==> config.mk <==
export PLATFORM = sky130hd
export DESIGN_NAME = bit_vector_jaccard_distance_flat
export DESIGN_NICKNAME = d
export VERILOG_FILES = /design/src/design/jac_pkg.sv /design/src/design/jac_if.sv /design/src/design/jac_lane.sv /design/src/design/jac_merge.sv /design/src/design/jac_div.sv /design/src/design/bit_vector_jaccard_distance.sv /design/src/flat_wrapper.sv
export SDC_FILE = /design/constraint.sdc
export NUM_CORES = 1
export LEC_CHECK = 0
export ABC_AREA = 1
export BUFFER_PORTS_ARGS = -buffer_cell sky130_fd_sc_hd__buf_2
export CORE_MARGIN = 5
export CORE_UTILIZATION = 40
export DETAILED_ROUTE_END_ITERATION = 10
export HOLD_SLACK_MARGIN = 0.12
export PLACE_DENSITY = 0.64
export SETUP_SLACK_MARGIN = 0.3
export SYNTH_ARGS = -nofsm -noshare
export SYNTH_HDL_FRONTEND = slang
export SYNTH_SLANG_ARGS = --single-unit
==> constraint.sdc <==
create_clock -name clk -period 8 [get_ports clk]
set_clock_uncertainty 0.15 [all_clocks]
set_input_delay 0 -clock clk [delete_from_list [all_inputs] [get_ports clk]]
set_output_delay 0 -clock clk [all_outputs]
set_load 0.03 [all_outputs]
==> src/design/jac_pkg.sv <==
// Shared types, constants and helper functions for the Jaccard distance block.
// Used by every module of the block and by the channel interfaces.
`default_nettype none

package jac_pkg;

  // Chunk geometry: one byte lane per byte of a 64-bit chunk.
  localparam int LANES      = 8;
  localparam int BYTE_W     = 8;
  localparam int CHUNK_W    = LANES * BYTE_W;
  localparam int BCNT_W     = 4;
  localparam int LANE_CNT_W = 4;
  localparam int SUM_W      = 7;

  // Counter and result widths.
  localparam int CNT_W  = 17;
  localparam int UNI_W  = CNT_W + 1;
  localparam int DIST_W = 17;

  localparam int MAX_WORDS = 1024;

  localparam logic [CNT_W-1:0]  CNT_MAX = {CNT_W{1'b1}};
  localparam logic [DIST_W-1:0] ONE_Q16 = DIST_W'(65536);

  // Popcounts found by one byte lane.
  typedef struct packed {
    logic [LANE_CNT_W-1:0] both;
    logic [LANE_CNT_W-1:0] ones_a;
    logic [LANE_CNT_W-1:0] ones_b;
  } lane_cnt_t;

  // Totals of one vector pair, handed from the merge stage to the divider.
  typedef struct packed {
    logic [CNT_W-1:0] inter;
    logic [CNT_W-1:0] ones_a;
    logic [CNT_W-1:0] ones_b;
    logic             too_long;
  } pair_tot_t;

  // One finished result.
  typedef struct packed {
    logic [DIST_W-1:0] distance_q16;
    logic [CNT_W-1:0]  intersect_count;
    logic [CNT_W-1:0]  union_count;
    logic              too_long;
  } result_t;

  // Number of set bits in one byte.
  function automatic logic [LANE_CNT_W-1:0] popcount8(input logic [BYTE_W-1:0] x);
    logic [LANE_CNT_W-1:0] n;
    n = '0;
    for (int i = 0; i < BYTE_W; i++) begin
      n = n + LANE_CNT_W'(x[i]);
    end
    return n;
  endfunction

endpackage

`default_nettype wire

==> src/design/jac_if.sv <==
// Valid/ready channel interfaces for chunk input and result output.
// Depends on jac_pkg for the field widths.
`default_nettype none

interface jac_in_if;
  logic                          valid;
  logic                          ready;
  logic [jac_pkg::CHUNK_W-1:0]   a_chunk;
  logic [jac_pkg::CHUNK_W-1:0]   b_chunk;
  logic [jac_pkg::BCNT_W-1:0]    byte_count;
  logic                          last_chunk;

  modport source (output valid, a_chunk, b_chunk, byte_count, last_chunk, input ready);
  modport sink   (input valid, a_chunk, b_chunk, byte_count, last_chunk, output ready);
endinterface

interface jac_out_if;
  logic                        valid;
  logic                        ready;
  logic [jac_pkg::DIST_W-1:0]  distance_q16;
  logic [jac_pkg::CNT_W-1:0]   intersect_count;
  logic [jac_pkg::CNT_W-1:0]   union_count;
  logic                        too_long;

  modport source (output valid, distance_q16, intersect_count, union_count, too_long,
                  input ready);
  modport sink   (input valid, distance_q16, intersect_count, union_count, too_long,
                  output ready);
endinterface

`default_nettype wire

==> src/design/jac_lane.sv <==
// One byte lane: registered popcounts of A AND B, A and B for its byte.
// Depends on jac_pkg.
`default_nettype none

module jac_lane (
  input  wire logic                        clk,
  input  wire logic                        load,
  input  wire logic                        active,
  input  wire logic [jac_pkg::BYTE_W-1:0]  a_byte,
  input  wire logic [jac_pkg::BYTE_W-1:0]  b_byte,
  output jac_pkg::lane_cnt_t               cnt
);

  jac_pkg::lane_cnt_t cnt_next;

  // An inactive lane (byte outside the chunk, or chunk past the limit) adds nothing.
  always_comb begin
    if (active) begin
      cnt_next.both   = jac_pkg::popcount8(a_byte & b_byte);
      cnt_next.ones_a = jac_pkg::popcount8(a_byte);
      cnt_next.ones_b = jac_pkg::popcount8(b_byte);
    end else begin
      cnt_next = '0;
    end
  end

  always_ff @(posedge clk) begin
    if (load) begin
      cnt <= cnt_next;
    end
  end

endmodule

`default_nettype wire

==> src/design/jac_merge.sv <==
// Merge stage: sums the lane popcounts and keeps the saturating running totals.
// Depends on jac_pkg.
`default_nettype none

module jac_merge (
  input  wire logic                clk,
  input  wire logic                rst,
  input  wire logic                valid,
  input  wire logic                last,
  input  wire logic                over,
  input  wire jac_pkg::lane_cnt_t  lanes [jac_pkg::LANES],
  output jac_pkg::pair_tot_t       tot,
  output logic                     launch
);

  logic [jac_pkg::CNT_W-1:0] both_ones;
  logic [jac_pkg::CNT_W-1:0] ones_in_a;
  logic [jac_pkg::CNT_W-1:0] ones_in_b;

  logic [jac_pkg::SUM_W-1:0] sum_both;
  logic [jac_pkg::SUM_W-1:0] sum_a;
  logic [jac_pkg::SUM_W-1:0] sum_b;

  function automatic logic [jac_pkg::CNT_W-1:0] sat_add(
    input logic [jac_pkg::CNT_W-1:0] acc,
    input logic [jac_pkg::SUM_W-1:0] inc
  );
    logic [jac_pkg::CNT_W:0] s;
    s = {1'b0, acc} + (jac_pkg::CNT_W+1)'(inc);
    return s[jac_pkg::CNT_W] ? jac_pkg::CNT_MAX : s[jac_pkg::CNT_W-1:0];
  endfunction

  // Add up what the lanes found in this chunk.
  always_comb begin
    sum_both = '0;
    sum_a    = '0;
    sum_b    = '0;
    for (int i = 0; i < jac_pkg::LANES; i++) begin
      sum_both = sum_both + jac_pkg::SUM_W'(lanes[i].both);
      sum_a    = sum_a    + jac_pkg::SUM_W'(lanes[i].ones_a);
      sum_b    = sum_b    + jac_pkg::SUM_W'(lanes[i].ones_b);
    end
  end

  // Totals including the current chunk go straight to the divider on a last chunk.
  always_comb begin
    tot.inter    = sat_add(both_ones, sum_both);
    tot.ones_a   = sat_add(ones_in_a, sum_a);
    tot.ones_b   = sat_add(ones_in_b, sum_b);
    tot.too_long = over;
  end

  assign launch = valid && last;

  // Running totals clear after the last chunk of a pair.
  always_ff @(posedge clk) begin
    if (rst) begin
      both_ones <= '0;
      ones_in_a <= '0;
      ones_in_b <= '0;
    end else if (valid) begin
      if (last) begin
        both_ones <= '0;
        ones_in_a <= '0;
        ones_in_b <= '0;
      end else begin
        both_ones <= tot.inter;
        ones_in_a <= tot.ones_a;
        ones_in_b <= tot.ones_b;
      end
    end
  end

endmodule

`default_nettype wire

==> src/design/jac_div.sv <==
// Final stage: union, difference and a bit-serial restoring divide for the Q16 distance.
// Depends on jac_pkg.
`default_nettype none

module jac_div (
  input  wire logic                clk,
  input  wire logic                rst,
  input  wire logic                start,
  input  wire jac_pkg::pair_tot_t  tot,
  input  wire logic                ack,
  output logic                     busy,
  output logic                     done,
  output jac_pkg::result_t         res
);

  localparam int QUO_W  = jac_pkg::DIST_W;
  localparam int DIVR_W = jac_pkg::UNI_W + 1;
  localparam int NUM_W  = jac_pkg::UNI_W + QUO_W + 1;
  localparam int STEP_W = $clog2(QUO_W + 1);

  localparam logic [2:0] ST_IDLE = 3'd0;
  localparam logic [2:0] ST_PREP = 3'd1;
  localparam logic [2:0] ST_LOAD = 3'd2;
  localparam logic [2:0] ST_RUN  = 3'd3;
  localparam logic [2:0] ST_DONE = 3'd4;

  logic [2:0]                  state;
  jac_pkg::pair_tot_t          tot_q;
  logic [jac_pkg::UNI_W-1:0]   uni;
  logic [jac_pkg::UNI_W-1:0]   diff;
  logic [DIVR_W-1:0]           rem;
  logic [QUO_W-1:0]            low;
  logic [QUO_W-1:0]            quot;
  logic [STEP_W-1:0]           steps;

  logic [NUM_W-1:0]            num;
  logic [DIVR_W+1:0]           trial;
  logic [DIVR_W:0]             shifted;

  // Numerator is 2*(union - intersection)*65536 + union; the divisor is 2*union.
  assign num     = {1'b0, diff, {QUO_W{1'b0}}} + NUM_W'(uni);
  assign shifted = {rem, low[QUO_W-1]};
  assign trial   = {1'b0, shifted} - {2'b00, uni, 1'b0};

  assign busy = (state != ST_IDLE);
  assign done = (state == ST_DONE);

  always_comb begin
    res.distance_q16    = quot;
    res.intersect_count = tot_q.inter;
    res.union_count     = uni[jac_pkg::UNI_W-1] ? jac_pkg::CNT_MAX
                                                 : uni[jac_pkg::CNT_W-1:0];
    res.too_long        = tot_q.too_long;
  end

  // Sequencer: capture, form union and difference, load, iterate, hold the result.
  always_ff @(posedge clk) begin
    if (rst) begin
      state <= ST_IDLE;
    end else begin
      unique case (state)
        ST_IDLE: if (start) state <= ST_PREP;
        ST_PREP: state <= ST_LOAD;
        ST_LOAD: state <= (tot_q.inter == '0 || uni == '0) ? ST_DONE : ST_RUN;
        ST_RUN:  if (steps == STEP_W'(1)) state <= ST_DONE;
        ST_DONE: if (ack) state <= ST_IDLE;
        default: state <= ST_IDLE;
      endcase
    end
  end

  // Datapath registers.
  always_ff @(posedge clk) begin
    case (state)
      ST_IDLE: begin
        if (start) tot_q <= tot;
      end
      ST_PREP: begin
        uni  <= jac_pkg::UNI_W'(tot_q.ones_a) + jac_pkg::UNI_W'(tot_q.ones_b)
                - jac_pkg::UNI_W'(tot_q.inter);
        diff <= jac_pkg::UNI_W'(tot_q.ones_a) + jac_pkg::UNI_W'(tot_q.ones_b)
                - {tot_q.inter, 1'b0};
      end
      ST_LOAD: begin
        // An empty intersection reads as distance 1.0.
        quot  <= jac_pkg::ONE_Q16;
        rem   <= num[NUM_W-1:QUO_W];
        low   <= num[QUO_W-1:0];
        steps <= STEP_W'(QUO_W);
      end
      ST_RUN: begin
        // One quotient bit per cycle.
        if (!trial[DIVR_W+1]) begin
          rem <= trial[DIVR_W-1:0];
        end else begin
          rem <= shifted[DIVR_W-1:0];
        end
        quot  <= {quot[QUO_W-2:0], ~trial[DIVR_W+1]};
        low   <= {low[QUO_W-2:0], 1'b0};
        steps <= steps - STEP_W'(1);
      end
      default: begin
      end
    endcase
  end

endmodule

`default_nettype wire

==> src/design/bit_vector_jaccard_distance.sv <==
// Jaccard distance of two bit vectors streamed in 64-bit chunks: top level.
// Depends on jac_pkg, jac_if, jac_lane, jac_merge and jac_div.
//
// Usage:
//   Chunks arrive on the chunk channel (valid/ready); a transaction is taken when
//   both are high. Eight byte lanes popcount A AND B, A and B of the bytes below
//   byte_count, and a merge stage adds them into saturating running totals.
//   Chunks that are not marked last are taken one per cycle without a break.
//   The last chunk of a pair starts the final stage: the union and difference are
//   formed and a restoring divider produces one quotient bit per cycle. Chunks of
//   the next pair are held off from the cycle after a last chunk until its result
//   has moved to the output register.
//   The output register holds a result until the receiver takes it; while it is
//   full, a finished divide waits in the divider and no further chunks are taken
//   until the divider hands its result over.
//   Chunks beyond MAX_WORDS in one pair are not counted and set too_long.
//   Synchronous reset clears all totals, counters and valid flags.
`default_nettype none

module bit_vector_jaccard_distance #(
  parameter int MAX_WORDS = jac_pkg::MAX_WORDS
) (
  input  wire logic   clk,
  input  wire logic   rst,
  jac_in_if.sink      chunk,
  jac_out_if.source   result
);

  localparam int SEEN_W = $clog2(MAX_WORDS + 1);

  logic [SEEN_W-1:0]          chunks_seen;
  logic                       overflowed;
  logic                       s1_valid;
  logic                       s1_last;
  logic                       s1_over;
  logic                       accept;
  logic                       at_limit;
  logic [jac_pkg::BCNT_W-1:0] nbytes;
  jac_pkg::lane_cnt_t         lane_cnt [jac_pkg::LANES];
  jac_pkg::pair_tot_t         tot;
  logic                       launch;
  logic                       div_busy;
  logic                       div_done;
  jac_pkg::result_t           div_res;
  logic                       out_valid;
  jac_pkg::result_t           out_res;
  logic                       out_load;

  // Hold off new chunks while a pair's result is on its way to the output register.
  assign chunk.ready = !(div_busy || (s1_valid && s1_last));
  assign accept      = chunk.valid && chunk.ready;
  assign at_limit    = (chunks_seen == SEEN_W'(MAX_WORDS));
  assign nbytes      = (chunk.byte_count > jac_pkg::BCNT_W'(jac_pkg::LANES))
                       ? jac_pkg::BCNT_W'(jac_pkg::LANES) : chunk.byte_count;

  // Chunk count and overflow flag of the current pair.
  always_ff @(posedge clk) begin
    if (rst) begin
      chunks_seen <= '0;
      overflowed  <= 1'b0;
    end else if (accept) begin
      if (chunk.last_chunk) begin
        chunks_seen <= '0;
        overflowed  <= 1'b0;
      end else if (at_limit) begin
        overflowed <= 1'b1;
      end else begin
        chunks_seen <= chunks_seen + SEEN_W'(1);
      end
    end
  end

  // Lane stage control.
  always_ff @(posedge clk) begin
    if (rst) begin
      s1_valid <= 1'b0;
    end else begin
      s1_valid <= accept;
    end
  end

  always_ff @(posedge clk) begin
    if (accept) begin
      s1_last <= chunk.last_chunk;
      s1_over <= overflowed || at_limit;
    end
  end

  // Byte lanes.
  for (genvar j = 0; j < jac_pkg::LANES; j++) begin : g_lane
    jac_lane u_lane (
      .clk    (clk),
      .load   (accept),
      .active (!at_limit && (jac_pkg::BCNT_W'(j) < nbytes)),
      .a_byte (chunk.a_chunk[j*jac_pkg::BYTE_W +: jac_pkg::BYTE_W]),
      .b_byte (chunk.b_chunk[j*jac_pkg::BYTE_W +: jac_pkg::BYTE_W]),
      .cnt    (lane_cnt[j])
    );
  end

  jac_merge u_merge (
    .clk    (clk),
    .rst    (rst),
    .valid  (s1_valid),
    .last   (s1_last),
    .over   (s1_over),
    .lanes  (lane_cnt),
    .tot    (tot),
    .launch (launch)
  );

  jac_div u_div (
    .clk   (clk),
    .rst   (rst),
    .start (launch),
    .tot   (tot),
    .ack   (out_load),
    .busy  (div_busy),
    .done  (div_done),
    .res   (div_res)
  );

  // Output register: filled when empty or when its transaction completes.
  assign out_load = div_done && (!out_valid || result.ready);

  always_ff @(posedge clk) begin
    if (rst) begin
      out_valid <= 1'b0;
    end else if (out_load) begin
      out_valid <= 1'b1;
    end else if (result.ready) begin
      out_valid <= 1'b0;
    end
  end

  always_ff @(posedge clk) begin
    if (out_load) begin
      out_res <= div_res;
    end
  end

  assign result.valid           = out_valid;
  assign result.distance_q16    = out_res.distance_q16;
  assign result.intersect_count = out_res.intersect_count;
  assign result.union_count     = out_res.union_count;
  assign result.too_long        = out_res.too_long;

endmodule

`default_nettype wire

==> src/flat_wrapper.sv <==
// flat-port wrapper written by rule: the top's interface ports become plain ports
module bit_vector_jaccard_distance_flat 
#(
  parameter int MAX_WORDS = jac_pkg::MAX_WORDS
)
  (clk, rst, chunk_valid, chunk_a_chunk, chunk_b_chunk, chunk_byte_count, chunk_last_chunk, chunk_ready, result_valid, result_distance_q16, result_intersect_count, result_union_count, result_too_long, result_ready);
  jac_in_if chunk_i ();
  jac_out_if result_i ();
  input  wire logic clk;
  input  wire logic rst;
  input wire logic [$bits(chunk_i.valid)-1:0] chunk_valid;
  input wire logic [$bits(chunk_i.a_chunk)-1:0] chunk_a_chunk;
  input wire logic [$bits(chunk_i.b_chunk)-1:0] chunk_b_chunk;
  input wire logic [$bits(chunk_i.byte_count)-1:0] chunk_byte_count;
  input wire logic [$bits(chunk_i.last_chunk)-1:0] chunk_last_chunk;
  output wire logic [$bits(chunk_i.ready)-1:0] chunk_ready;
  output wire logic [$bits(result_i.valid)-1:0] result_valid;
  output wire logic [$bits(result_i.distance_q16)-1:0] result_distance_q16;
  output wire logic [$bits(result_i.intersect_count)-1:0] result_intersect_count;
  output wire logic [$bits(result_i.union_count)-1:0] result_union_count;
  output wire logic [$bits(result_i.too_long)-1:0] result_too_long;
  input wire logic [$bits(result_i.ready)-1:0] result_ready;
  assign chunk_i.valid = chunk_valid;
  assign chunk_i.a_chunk = chunk_a_chunk;
  assign chunk_i.b_chunk = chunk_b_chunk;
  assign chunk_i.byte_count = chunk_byte_count;
  assign chunk_i.last_chunk = chunk_last_chunk;
  assign chunk_ready = chunk_i.ready;
  assign result_valid = result_i.valid;
  assign result_distance_q16 = result_i.distance_q16;
  assign result_intersect_count = result_i.intersect_count;
  assign result_union_count = result_i.union_count;
  assign result_too_long = result_i.too_long;
  assign result_i.ready = result_ready;
  bit_vector_jaccard_distance #(.MAX_WORDS(MAX_WORDS)) u_core (.clk(clk), .rst(rst), .chunk(chunk_i), .result(result_i));
endmodule
# Yosys cells after proc, flatten, opt, wreduce, memory -nomap -nowiden
# Cells that the tools add are included.
# classes
magnitude_cmp,9
n_mux,23
n_eq_ne,10
reduce_logical,29
add_sub_neg,199
bitwise_logic,9
# ops
cell,n
adder 4 x 1 -> 4 bit,96
2-to-1 mux 17 bit,6
adder 3 x 1 -> 4 bit,24
adder 7 x 4 -> 7 bit,12
adder 2 x 1 -> 3 bit,24
case mux 17 bit (2 select lines),2
AND 8 bit,8
adder 17 x 7 -> 18 bit,3
adder 1 x 1 -> 2 bit,24
case mux 19 bit (2 select lines),1
adder 35 x 18 -> 36 bit,1
2-to-1 mux 11 bit,2
adder 6 x 4 -> 7 bit,3
subtractor 20 x 19 -> 21 bit,1
2-to-1 mux 19 bit,1
adder 17 x 17 -> 18 bit,1
adder 5 x 4 -> 6 bit,3
logical NOT 18 bit,1
subtractor 18 x 17 -> 18 bit,1
subtractor 18 bit,1
logical NOT 17 bit,1
less-than comparator 3 x 4 -> 1 bit (first input constant),4
adder 4 x 4 -> 5 bit,3
case mux 3 bit (5 select lines),1
25 further kinds,55
# totals
wordCells,327
input_bits,137
out_inout_bits,54
regBits,364

# Logic depth before layout (Yosys ltp)
# depth
ltp_word,10
ltp_mapped,21
ltp_nobuf,21

# Modules after synthesis
# From an unflattened synthesis, not the netlist that was laid out.
# unflattened
cells_unflattened,3095
area_unflattened_um2,26914.6
# modules_own_cells
module,seq_area_each_um2,instances,area_per_inst_um2,cells_per_inst
jac_div,4444.3,1,9940.8,1192
jac_lane,360.3,8,1026.0,109
jac_merge,1021.0,1,6132.1,820
bit_vector_jaccard_distance,1901.8,1,2633.8,211

# Worst setup path after synthesis
# Ideal clock, no wire load.
# synth_timing
path_type,flip-flop to flip-flop
start,register u_core.u_merge.both_ones[2] (netlist name)
end,"register u_core.u_div.tot_q, in the netlist u_core.u_div.res[34], data pin"
stages_incl_launch_ff,18
synth_period_minus_slack_ns,4.205
arrival_time_ns,3.786
slack_ns,3.795
required_ns,7.582
cell_sequence,dfxtp_1 > inv_1 > fa_1 > inv_1 > fa_1 > fa_1 > inv_1 > fa_1 > inv_1 > ha_1 > inv_1 > fa_1 > o21ai_1 > nand2_1 > nand2_1 > nand2_1 > nand2_1 > nand3_1
# synth_lines
element,line_no,source
"start, declared",jac_merge.sv:16,logic [jac_pkg::CNT_W-1:0] both_ones;
"start signal, assigned",jac_merge.sv:67,both_ones <= tot.inter;
"end signal, assigned",jac_div.sv:76,if (start) tot_q <= tot;
"end, declared",jac_div.sv:28,jac_pkg::pair_tot_t tot_q;

==> impl_metrics.py <==
metrics = {
    "routing": {
        "firstDrtPassIters": 5,
        "drc": 0,
        "ant_nets": 0,
        "vias": 19200,
        "viasPerCell": 4.69,
        "drt_wl_total_um": 59400,
        "routedWlPerCell_um": 14.5,
        "drtIter0Drc": 1168,
    },
    "clocking": {
        "cts_num_sinks": 364,
        "cts-resized-gates": 0,
        "numCtsBuffers": 41,
        "cts_hold_buf": 90,
        "cts_tree": "built",
        "root_buffer": "clkbuf_16",
        "clk_path_buf_depth": 3,
        "cts_max_level": 2,
        "cts.clk_slew.worst_paths_ns": 0.06,
        "insertion_delay_ns": 0.57,
        "cts_setup_buffers": 0,
    },
    "worst_setup_path": {
        "critPathCaptureType": "register",
        "path_max_fanout": 16,
        "critPathRequiredTime_ns": 8.33,
        "path_class": "reg -> reg",
        "rr_worst_depth": 17,
        "worst_setup_path_start_kind": "register",
        "cp.arrival_ns": 4.87,
    },
    "yosys": {
        "synth_nets": 3414,
        "post-synth-top-count-cell": "nand2_1",
        "synthCells": 2911,
        "yosysTopAreaCellShare_pct": 34.4,
        "synth-seq-area-share_pct": 39.7,
        "yosysWarnings": 0,
        "synth_area_leader_cell": "edfxtp_1",
        "synth-seq-cells": 364,
        "synthesis.area_um2": 25800,
        "async_reset_ff_share_pct": 0,
        "synth_edf_count": 296,
        "synth.area.top_cells": "edfxtp_1 34%, fa_1 14%, nand2_1 9.4%",
        "synth_common_cells": "646 x nand2_1, 645 x inv_1, 296 x edfxtp_1",
        "yosysUniqueCellTypes": 46,
        "avgSynthCellArea_um2": 8.87,
        "synth-main-ff-cell": "edfxtp_1",
    },
    "global_route": {
        "antenna_found_initial": 0,
        "grt_usage_pct": 17.0,
        "gr-total-overflow": 0,
        "grt_pass1_wl_um": 97800,
        "grt_pass1_vias": 19400,
        "grt_max_degree": 75,
    },
    "die": {
        "placementRows": 93,
        "initial_core_util_pct": 40.2,
        "fp.dieH_um": 264,
        "die_area_um2": 69800,
        "die_x_um": 264,
        "core_area_um2": 64200,
        "io_pins": 191,
    },
    "cells_and_area": {
        "seq_area_um2": 10200,
        "nets": 3706,
        "multi_input_area_um2": 13000,
        "fill_cells": 6128,
        "area_delta_synth_final_pct": 16.9,
        "diodes": 0,
        "layout-drive-gt1-share_pct": 9.43,
    },
    "timing": {
        "finalMaxSlewViolations": 0,
        "period_share_pct": 56.8,
        "hold_viol": 0,
        "worst_pin_slew_ns": 1.06,
        "tns_ns": 0,
        "finalCriticalPeriod_ns": 4.54,
        "rsz0062_at_grt": "no",
        "clock.fmax_ghz": 0.220,
        "slew_headroom_pct": 29.0,
        "finalSetupViolCount": 0,
    },
    "placed_design": {
        "hpwl_um": 47200,
        "globalplace.congestion": 0.900,
        "io_buffers": 190,
    },
    "run_status": {
        "outcome": "complete, no violations",
    },
    "flow_run": {
        "maxCapViolCount": 0,
    },
    "worst_hold_path": {
        "hp-class": "in -> reg",
        "hold_depth": 5,
    },
}
kinds of logic (layout without fill, tap and decap cells):
family,Yosys count,after routing,share of synthesized area [%]
AND/OR/NAND/NOR,1157,1157,19.1
buffers and inverters,691,1016,10.2
adder cells (fa/ha/maj),366,366,23.0
flip-flops,364,364,39.7
AO/OA/AOI/OAI,249,249,5.15
XOR/XNOR,84,84,2.85
critical path, cell delays in order (launching register included):
cell and delay (ns):
edfxtp_1 0.32, inv_1 0.05, fa_1 0.59, inv_1 0.07, fa_1 0.46, fa_1 0.54
inv_1 0.05, fa_1 0.58, inv_1 0.06, ha_1 0.27, nand2_1 0.06, a21oi_1 0.25
nand2_1 0.10, nand2_2 0.14, nand3_2 0.33, nand3_1 0.20, nand2_1 0.06, a21oi_1 0.18
layout by cell type (no fill, tap or decap), types with 26 or more instances in the layout:
cell type and instances:
a21oi_1 156, buf_2 190, clkbuf_16 43, dfxtp_1 68, dlygate4sd3_1 90, edfxtp_1 296, fa_1 181, ha_1 185
inv_1 643, nand2_1 646, nand3_1 154, nand4_1 43, nor2_1 210, nor3_1 32, o21ai_0 51, xnor2_1 26
xor2_1 58
final cells by class:
class                   count  area share [%]
clock inverters            24            1.36
well taps                 855            3.54
repair buffers            290            6.38
multi-input cells        1856            43.0
inverters                 650            8.09
clock buffers              52            3.71
flip-flops and latches    364            33.9
routing by layer:
metal	global-route usage, %	routed length [µm]
met2	30.4	29500
met3	2.02	2510
met1	21.8	25800
met4	4.77	1640
met5	0	0
sequential cells by signal, summed over array words and instances (netlist names), 17 cells and up:
name and count:
u_core.g_lane.u_lane.cnt 96, u_core.u_div.tot_q 34, u_core.u_div.rem 19, u_core.u_div.diff 18, u_core.u_div.res 18, u_core.u_div.uni 18
u_core.result.distance_q16 17, u_core.result.intersect_count 17, u_core.result.union_count 17, u_core.u_div.low 17, u_core.u_div.quot 17, u_core.u_merge.both_ones 17
u_core.u_merge.ones_in_a 17, u_core.u_merge.ones_in_b 17
final timing paths:
| kind | start | endpoint | slack, ns |
|---|---|---|---|
| max reg2reg | u_core.g_lane[5].u_lane.cnt[7] | u_core.u_merge.ones_in_a[8] | 3.46 |
| min | chunk_b_chunk[59] | u_core.g_lane[7].u_lane.cnt[2] | 0.12 |
| min reg2reg | u_core.u_div.quot[16] | u_core.result.distance_q16[16] | 0.28 |
| max | u_core.g_lane[5].u_lane.cnt[7] | u_core.u_merge.ones_in_a[8] | 3.46 |
metrics by stage:
stage / area (µm²) / worst slack (ns) / utilization [%] / instances / hold slack, ns
6_report: 30200 / 3.46 / 47.0 / 4091 / 0.122
2_1_floorplan: 25800 / 3.80 / - / 2911 / -0.0511
3_3_place_gp: 27800 / 3.50 / 43.2 / 3925 / 0.0797
3_5_place_dp: 27800 / 3.44 / 43.2 / 3925 / 0.0832
5_1_grt: 30200 / 3.12 / 47.0 / 4091 / 0.135
4_1_cts: 30200 / 3.43 / 47.0 / 4091 / 0.125
Power is not shown: default switching activity piles up to over one toggle a cycle in this logic, so the estimate is an artifact.
